File: src/rtl/tkp_pkg.sv
// Package for the two-key press classifier: event codes, register indexes,
// lane flag struct and reset values of the threshold registers.
// No dependencies.
package tkp_pkg;

    localparam int TICK_W    = 16;
    localparam int CFG_IDX_W = 2;
    localparam int EVENT_W   = 3;

    localparam logic [TICK_W-1:0] SHORT_TICKS_RST = 16'd2;
    localparam logic [TICK_W-1:0] LONG_TICKS_RST  = 16'd300;

    localparam logic [CFG_IDX_W-1:0] CFG_SHORT_TICKS = 2'd0;
    localparam logic [CFG_IDX_W-1:0] CFG_LONG_TICKS  = 2'd1;

    typedef enum logic [EVENT_W-1:0] {
        EV_NONE     = 3'd0,
        EV_K1_SHORT = 3'd1,
        EV_K2_SHORT = 3'd2,
        EV_COMBO    = 3'd3,
        EV_K1_LONG  = 3'd4,
        EV_K2_LONG  = 3'd5
    } event_code_t;

    // What one key lane found in the current tick.
    typedef struct packed {
        logic short_hit;
        logic long_hit;
    } lane_evt_t;

endpackage

File: src/rtl/tkp_key_lane.sv
// One key lane: hold counter, pending flag and lock for a single key.
// Depends on tkp_pkg.
module tkp_key_lane
    import tkp_pkg::*;
#(
    parameter int COUNT_WIDTH = 16
)
(
    input  logic              clk,
    input  logic              rst_n,
    input  logic              advance,
    input  logic              released,
    input  logic [TICK_W-1:0] short_ticks,
    input  logic [TICK_W-1:0] long_ticks,
    output lane_evt_t         evt
);

    localparam int CMP_W = (COUNT_WIDTH > TICK_W) ? COUNT_WIDTH : TICK_W;

    logic [COUNT_WIDTH-1:0] count_reg, count_next, count_inc;
    logic                   locked_reg, locked_next;
    logic                   pending_reg, pending_next;
    logic [CMP_W-1:0]       inc_wide, short_wide, long_wide;

    assign count_inc  = count_reg + {{(COUNT_WIDTH-1){1'b0}}, 1'b1};
    assign inc_wide   = CMP_W'(count_inc);
    assign short_wide = CMP_W'(short_ticks);
    assign long_wide  = CMP_W'(long_ticks);

    always_comb
    begin
        count_next   = count_reg;
        locked_next  = locked_reg;
        pending_next = pending_reg;
        evt          = '0;
        if (released)
        begin
            count_next    = '0;
            locked_next   = 1'b0;
            pending_next  = 1'b0;
            evt.short_hit = pending_reg;
        end
        else if (!locked_reg)
        begin
            count_next = count_inc;
            if (inc_wide > short_wide)
            begin
                pending_next = 1'b1;
            end
            if (inc_wide > long_wide)
            begin
                pending_next = 1'b0;
                count_next   = '0;
                locked_next  = 1'b1;
                evt.long_hit = 1'b1;
            end
        end
    end

    always_ff @(posedge clk or negedge rst_n)
    begin
        if (!rst_n)
        begin
            count_reg   <= '0;
            locked_reg  <= 1'b0;
            pending_reg <= 1'b0;
        end
        else if (advance)
        begin
            count_reg   <= count_next;
            locked_reg  <= locked_next;
            pending_reg <= pending_next;
        end
    end

endmodule

File: src/rtl/tkp_combo_lane.sv
// Combo lane: saturating counter and pending flag for both keys held.
// Depends on tkp_pkg.
module tkp_combo_lane
    import tkp_pkg::*;
#(
    parameter int COUNT_WIDTH = 16
)
(
    input  logic              clk,
    input  logic              rst_n,
    input  logic              advance,
    input  logic              key1_released,
    input  logic              key2_released,
    input  logic [TICK_W-1:0] short_ticks,
    output logic              combo_hit
);

    localparam int CMP_W = (COUNT_WIDTH > TICK_W) ? COUNT_WIDTH : TICK_W;

    logic [COUNT_WIDTH-1:0] count_reg, count_next;
    logic                   pending_reg, pending_next;

    always_comb
    begin
        count_next   = count_reg;
        pending_next = pending_reg;
        combo_hit    = 1'b0;
        if (key1_released || key2_released)
        begin
            count_next   = '0;
            pending_next = 1'b0;
            combo_hit    = pending_reg;
        end
        else
        begin
            // saturate instead of wrapping
            if (count_reg != {COUNT_WIDTH{1'b1}})
            begin
                count_next = count_reg + {{(COUNT_WIDTH-1){1'b0}}, 1'b1};
            end
            if (CMP_W'(count_next) > CMP_W'(short_ticks))
            begin
                pending_next = 1'b1;
            end
        end
    end

    always_ff @(posedge clk or negedge rst_n)
    begin
        if (!rst_n)
        begin
            count_reg   <= '0;
            pending_reg <= 1'b0;
        end
        else if (advance)
        begin
            count_reg   <= count_next;
            pending_reg <= pending_next;
        end
    end

endmodule

File: src/rtl/tkp_merge.sv
// Merge stage: folds the lane findings into one event code, later lanes win.
// Depends on tkp_pkg.
module tkp_merge
    import tkp_pkg::*;
(
    input  lane_evt_t   key1_evt,
    input  lane_evt_t   key2_evt,
    input  logic        combo_hit,
    output event_code_t code
);

    always_comb
    begin
        priority if (combo_hit)
            code = EV_COMBO;
        else if (key2_evt.long_hit)
            code = EV_K2_LONG;
        else if (key2_evt.short_hit)
            code = EV_K2_SHORT;
        else if (key1_evt.long_hit)
            code = EV_K1_LONG;
        else if (key1_evt.short_hit)
            code = EV_K1_SHORT;
        else
            code = EV_NONE;
    end

endmodule

File: src/rtl/two_key_press_classifier_top.sv
// Top level of the two-key press classifier: config registers, three lanes,
// merge stage and output register with skid. Depends on tkp_pkg, the lanes and tkp_merge.
//
//   channel | direction | handshake                | payload
//   --------+-----------+--------------------------+------------------------------
//   in      | input     | in_valid / in_stall      | key1_released, key2_released
//   out     | output    | out_valid / out_stall    | event_code
//   cfg     | input     | cfg_we (no handshake)    | cfg_index, cfg_wdata
//
// One scan tick per cycle while in_stall is low: every lane updates its state in the cycle the
// request is accepted; its event code goes to the output register, or to the skid if held.
// The output register plus a one-entry skid let a new request in while a
// result waits; in_stall rises only when both hold a result.
// Reset clears all lane state and loads the threshold defaults.
module two_key_press_classifier_top
    import tkp_pkg::*;
#(
    parameter int COUNT_WIDTH = 16
)
(
    input  logic                 clk,
    input  logic                 rst_n,
    input  logic                 in_valid,
    output logic                 in_stall,
    input  logic                 key1_released,
    input  logic                 key2_released,
    output logic                 out_valid,
    input  logic                 out_stall,
    output logic [EVENT_W-1:0]   event_code,
    input  logic                 cfg_we,
    input  logic [CFG_IDX_W-1:0] cfg_index,
    input  logic [TICK_W-1:0]    cfg_wdata
);

    logic [TICK_W-1:0] short_ticks_reg;
    logic [TICK_W-1:0] long_ticks_reg;

    logic        accept;
    logic        take_out;
    lane_evt_t   key1_evt, key2_evt;
    logic        combo_hit;
    event_code_t new_code;

    logic        out_valid_reg;
    event_code_t out_code_reg;
    logic        skid_valid_reg;
    event_code_t skid_code_reg;

    // Threshold registers; unknown indexes are dropped.
    always_ff @(posedge clk or negedge rst_n)
    begin
        if (!rst_n)
        begin
            short_ticks_reg <= SHORT_TICKS_RST;
            long_ticks_reg  <= LONG_TICKS_RST;
        end
        else if (cfg_we)
        begin
            if (cfg_index == CFG_SHORT_TICKS)
            begin
                short_ticks_reg <= cfg_wdata;
            end
            if (cfg_index == CFG_LONG_TICKS)
            begin
                long_ticks_reg <= cfg_wdata;
            end
        end
    end

    // Stall the input only while the skid entry is occupied.
    assign in_stall = skid_valid_reg;
    assign accept   = in_valid && !skid_valid_reg;
    assign take_out = out_valid_reg && !out_stall;

    tkp_key_lane #(.COUNT_WIDTH(COUNT_WIDTH)) u_key1 (
        .clk         (clk),
        .rst_n       (rst_n),
        .advance     (accept),
        .released    (key1_released),
        .short_ticks (short_ticks_reg),
        .long_ticks  (long_ticks_reg),
        .evt         (key1_evt)
    );

    tkp_key_lane #(.COUNT_WIDTH(COUNT_WIDTH)) u_key2 (
        .clk         (clk),
        .rst_n       (rst_n),
        .advance     (accept),
        .released    (key2_released),
        .short_ticks (short_ticks_reg),
        .long_ticks  (long_ticks_reg),
        .evt         (key2_evt)
    );

    tkp_combo_lane #(.COUNT_WIDTH(COUNT_WIDTH)) u_combo (
        .clk           (clk),
        .rst_n         (rst_n),
        .advance       (accept),
        .key1_released (key1_released),
        .key2_released (key2_released),
        .short_ticks   (short_ticks_reg),
        .combo_hit     (combo_hit)
    );

    // Key one first, then key two, then the combo: the last event wins.
    tkp_merge u_merge (
        .key1_evt  (key1_evt),
        .key2_evt  (key2_evt),
        .combo_hit (combo_hit),
        .code      (new_code)
    );

    // Output register and skid control.
    always_ff @(posedge clk or negedge rst_n)
    begin
        if (!rst_n)
        begin
            out_valid_reg  <= 1'b0;
            skid_valid_reg <= 1'b0;
        end
        else if (!out_valid_reg || take_out)
        begin
            // Output slot frees up: drain the skid first, else load the new result.
            if (skid_valid_reg)
            begin
                out_valid_reg  <= 1'b1;
                skid_valid_reg <= 1'b0;
            end
            else
            begin
                out_valid_reg <= accept;
            end
        end
        else if (accept)
        begin
            // Output held by the consumer: park the new result.
            skid_valid_reg <= 1'b1;
        end
    end

    // Payload registers, no reset needed.
    always_ff @(posedge clk)
    begin
        if (!out_valid_reg || take_out)
        begin
            out_code_reg <= skid_valid_reg ? skid_code_reg : new_code;
        end
        if (out_valid_reg && !take_out && accept)
        begin
            skid_code_reg <= new_code;
        end
    end

    assign out_valid  = out_valid_reg;
    assign event_code = out_code_reg;

endmodule

File: config.mk
export PLATFORM = sky130hd
export DESIGN_NAME = two_key_press_classifier_top
export DESIGN_NICKNAME = d
export VERILOG_FILES = /design/src/rtl/tkp_pkg.sv /design/src/rtl/tkp_key_lane.sv /design/src/rtl/tkp_combo_lane.sv /design/src/rtl/tkp_merge.sv /design/src/rtl/two_key_press_classifier_top.sv
export SDC_FILE = /design/constraint.sdc
export NUM_CORES = 1
export LEC_CHECK = 0
export ABC_AREA = 0
export BUFFER_PORTS_ARGS = -buffer_cell sky130_fd_sc_hd__buf_2
export CORE_UTILIZATION = 45
export CTS_CLUSTER_DIAMETER = 30
export DETAILED_ROUTE_END_ITERATION = 7
export HOLD_SLACK_MARGIN = 0.12
export PLACE_DENSITY = 0.59
export SETUP_SLACK_MARGIN = 0.3
export SYNTH_ARGS = -nofsm -noshare
export SYNTH_HDL_FRONTEND = slang
export SYNTH_HIERARCHICAL = 1
export SYNTH_SLANG_ARGS = --single-unit
File: constraint.sdc
create_clock -name clk -period 4.1 [get_ports clk]
set_input_delay 0.615 -clock clk [delete_from_list [all_inputs] [get_ports clk]]
set_output_delay 0.615 -clock clk [all_outputs]
set_load 0.005 [all_outputs]
==> reports/summary.txt <==
=================================================================================
Layout cell share with drive strength beyond 1                              21.6%
Total via count after detailed routing                                       5893
Post-route ant nets                                                             0
Synth Instances                                                               789
Synthesized-area fraction occupied by ao, oa, aoi and oai cells             15.2%
Total power of the final layout                                           3.56 mW
Leading cell type in the layout, fill and taps excluded              sky130_fd_sc_hd__inv_1
Total count of hold-check failures in the final report                          0
Maximum fanout count along the critical path                                    7
Shortest period the worst path allows                                     3.65 ns
Top library cells by usage in the layout, fill and taps aside        sky130_fd_sc_hd__inv_1, sky130_fd_sc_hd__ha_1, sky130_fd_sc_hd__nand2_1
FFs w/ async S/R, synth                                                     93.5%
Max-slew violation count                                                        0
TritonCTS buffer count                                                          9
Synthesized cell area                                                   7150 um^2
Synth top area cells                                                 sky130_fd_sc_hd__dfrtp_1, sky130_fd_sc_hd__ha_1, sky130_fd_sc_hd__mux2_2
Max-Cap Viols                                                                   0
Library cell occupying the most area in the post-synthesis netlist   sky130_fd_sc_hd__dfrtp_1
Startpoint type of the worst setup path                                      flop
Post-DP HPWL                                                              13.7 mm
Final-stage net count                                                         930
Share of synthesized area spent on multiplexers                             6.67%
Synthesized flop and latch total                                               93
Largest net degree at the start of global routing                              64
Number of detailed-routing iterations run before antenna repair                 4
Total of endpoints with negative setup slack in the final report                0
Antenna violations before repair                                                0
Synth warn                                                                      6
CP required                                                               4.22 ns
Class of the worst hold path                                         input pin to asynchronous set/reset pin
Power per standard cell area                                          443 nW/um^2
Later-pin clock latency in the skew report                                0.36 ns
Setup repair after global routing missed its margin                            no
Worst clock skew                                                        0.0116 ns
Initial Utilization                                                         46.5%
Fin Setup TNS                                                                0 ns
Critical Path Sink Type                                                      flop
Layout overhead on the synthesized area                                     12.4%
Slew @ Worst Pin                                                          1.13 ns
Overall fraction of global-route tracks in use                              23.3%
Register area share after synthesis                                         33.1%
Maximum achievable frequency                                              274 MHz
Number of cells on the worst reg-to-reg path                                   15
Top Ports                                                                      30
Met3 Usage GRT                                                              2.46%
Vertical die dimension                                                     128 um
Most Used Layer, Global Route                                                met2
Clock tree from TritonCTS                                                    done
Register clock-pin slew on the reported worst setup and hold paths        0.07 ns
Number of enable flip-flop cells after synthesis                                6
Root Driver                                                          sky130_fd_sc_hd__clkbuf_16
Routed wire length                                                        18.1 mm
First DRT Iteration DRCs                                                      407
Combinational family with the most area after synthesis              simple AND/OR/NAND/NOR gates
Die Wd                                                                     128 um
Post-synth top flop                                                  sky130_fd_sc_hd__dfrtp_1
Synth Area in Adders                                                        14.5%
# DRC                                                                           0
Number of rows created at floorplan                                            45
Number of buffers inserted by hold repair at cts                                0
Met2 Usage GRT                                                              36.1%
Synth top area share                                                        28.7%
Maximum count of clock buffers along a single path                              2
IR drop worst, VDD                                                         257 uV
Synthesized area per cell                                               9.06 um^2
Routability Congestion                                                      0.907
Arrival time of data at the critical path endpoint                        3.76 ns
Post-detailed-route wirelength per cell                                   17.5 um
Leak                                                                      3.82 nW
Outcome                                                              complete, no violations
Number of H-tree levels                                                         3
Number of buffer cells added on primary ports                                  29
Simple-gate share of the synthesized area                                   18.8%
Clock net sink count                                                           93
Global-route wire length before repair                                    29.5 mm
Number of distinct library cells after synthesis                               80
Global routing usage on met1                                                32.8%
Floorplan die area                                                     16400 um^2
Sum of overflow across all layers after global routing                          0
Share of the synthesized netlist area taken by xor and xnor gates           4.90%
DR vias/cell                                                                 5.68
Max-slew headroom at the worst pin                                          24.9%
Number of nets in the synthesized netlist                                     897
Antenna diode count                                                             0
Final clock period utilization by the worst path                            89.0%
Worst setup path class                                               flop to flop
Vias in the first global route                                               5646
Core area                                                              15400 um^2
=================================================================================
[synthesized netlist by cell type (all sizes together) (3+ instances only)]
| cell | number |
|---|---|
| a2111oi | 4 |
| a21boi | 3 |
| a21o | 10 |
| a21oi | 65 |
| a22o | 3 |
| a31oi | 8 |
| and2 | 6 |
| and3 | 12 |
| buf | 17 |
| clkbuf | 10 |
| dfrtp | 82 |
| dfstp | 5 |
| edfxtp | 6 |
| ha | 83 |
| inv | 86 |
| mux2 | 37 |
| mux2i | 6 |
| nand2 | 76 |
| nand2b | 5 |
| nand3 | 34 |
| nand4 | 24 |
| nor2 | 31 |
| nor2b | 8 |
| nor3 | 29 |
| nor3b | 3 |
| nor4 | 7 |
| o211ai | 4 |
| o21a | 3 |
| o21ai | 48 |
| o31ai | 4 |
| or2 | 5 |
| or3 | 3 |
| xnor2 | 23 |
| xor2 | 17 |
[what timing repair did]
| item | in CTS | in global routing |
|---|---|---|
| pin swaps | 1 | 13 |
| setup buffers | 0 | 9 |
| gates resized for setup | 9 | 33 |
| endpoints found under the setup margin | 3 | 6 |
[metal layers]
layer / share of wire [%] / routed length [um]
met4: 3.0 / 550
met1: 48 / 8710
met2: 45 / 8230
met5: 0 / 0
met3: 3.6 / 649
[layout make-up]
class | instances | area [um^2]
Inverter | 86 | 323
Tap cell | 211 | 264
Timing Repair Buffer | 49 | 298
Clock inverter | 5 | 61.3
Fill cell | 1412 | 7340
Sequential cell | 93 | 2380
Multi-Input combinational cell | 583 | 4470
Clock buffer | 11 | 243
[stage by stage]
stage                     setup WS [ns]  hold WS (ns)  instances  cell area, um^2  util [%]
after floorplan                   0.440         0.319        789             7150         -
after global placement            0.219         0.519       1013             7480      48.7
after detailed placement         0.0466         0.529       1013             7480      48.7
after CTS                         0.306         0.392       1029             7840      51.0
after global routing              0.304         0.426       1038             8030      52.3
final                             0.452         0.344       1038             8030      52.3
[worst max-delay path: stages (launching register included)]
cell and delay (ns):
sky130_fd_sc_hd__dfrtp_1 0.36, sky130_fd_sc_hd__buf_4 0.15, sky130_fd_sc_hd__nand2_2 0.08, sky130_fd_sc_hd__nor4_4 0.36
sky130_fd_sc_hd__nand3_2 0.16, sky130_fd_sc_hd__nor2_1 0.16, sky130_fd_sc_hd__xor2_1 0.10, sky130_fd_sc_hd__ha_1 0.33
sky130_fd_sc_hd__nand4_1 0.28, sky130_fd_sc_hd__or3_4 0.48, sky130_fd_sc_hd__nand3_1 0.13, sky130_fd_sc_hd__o31ai_2 0.09
sky130_fd_sc_hd__nor3_2 0.18, sky130_fd_sc_hd__inv_1 0.08, sky130_fd_sc_hd__a21o_2 0.20, sky130_fd_sc_hd__mux2_2 0.26
[report_power, final]
part           switching [mW]  internal [mW]
clock network           0.391          0.492
logic                   0.744          0.583
registers               0.249           1.10
total                    1.38           2.18
[cell families (layout without fill, tap and decap cells)]
family | count (synthesis) | count (layout)
mux | 43 | 43
fa+ha+maj | 83 | 83
buf+inv | 113 | 151
xor+xnor | 40 | 40
compound gates | 168 | 168
flops | 93 | 93
simple gates | 249 | 249
[worst paths after layout]
check / from / endpoint / slack [ns]
worst max-delay path: u_key2/count_reg[0] / event_code[1] / 0.45
min in group clk: in_valid / out_valid / 0.47
worst min-delay path: rst_n / u_key2/count_reg[3] / 0.34
worst max register to register: u_key2/count_reg[0] / event_code[1] / 0.45
max in group asynchronous: rst_n / short_ticks_reg[1] / 2.81
worst min register to register: u_key1/count_reg[3] / u_key1/count_reg[3] / 0.54
(Power assumes the default switching activity.)
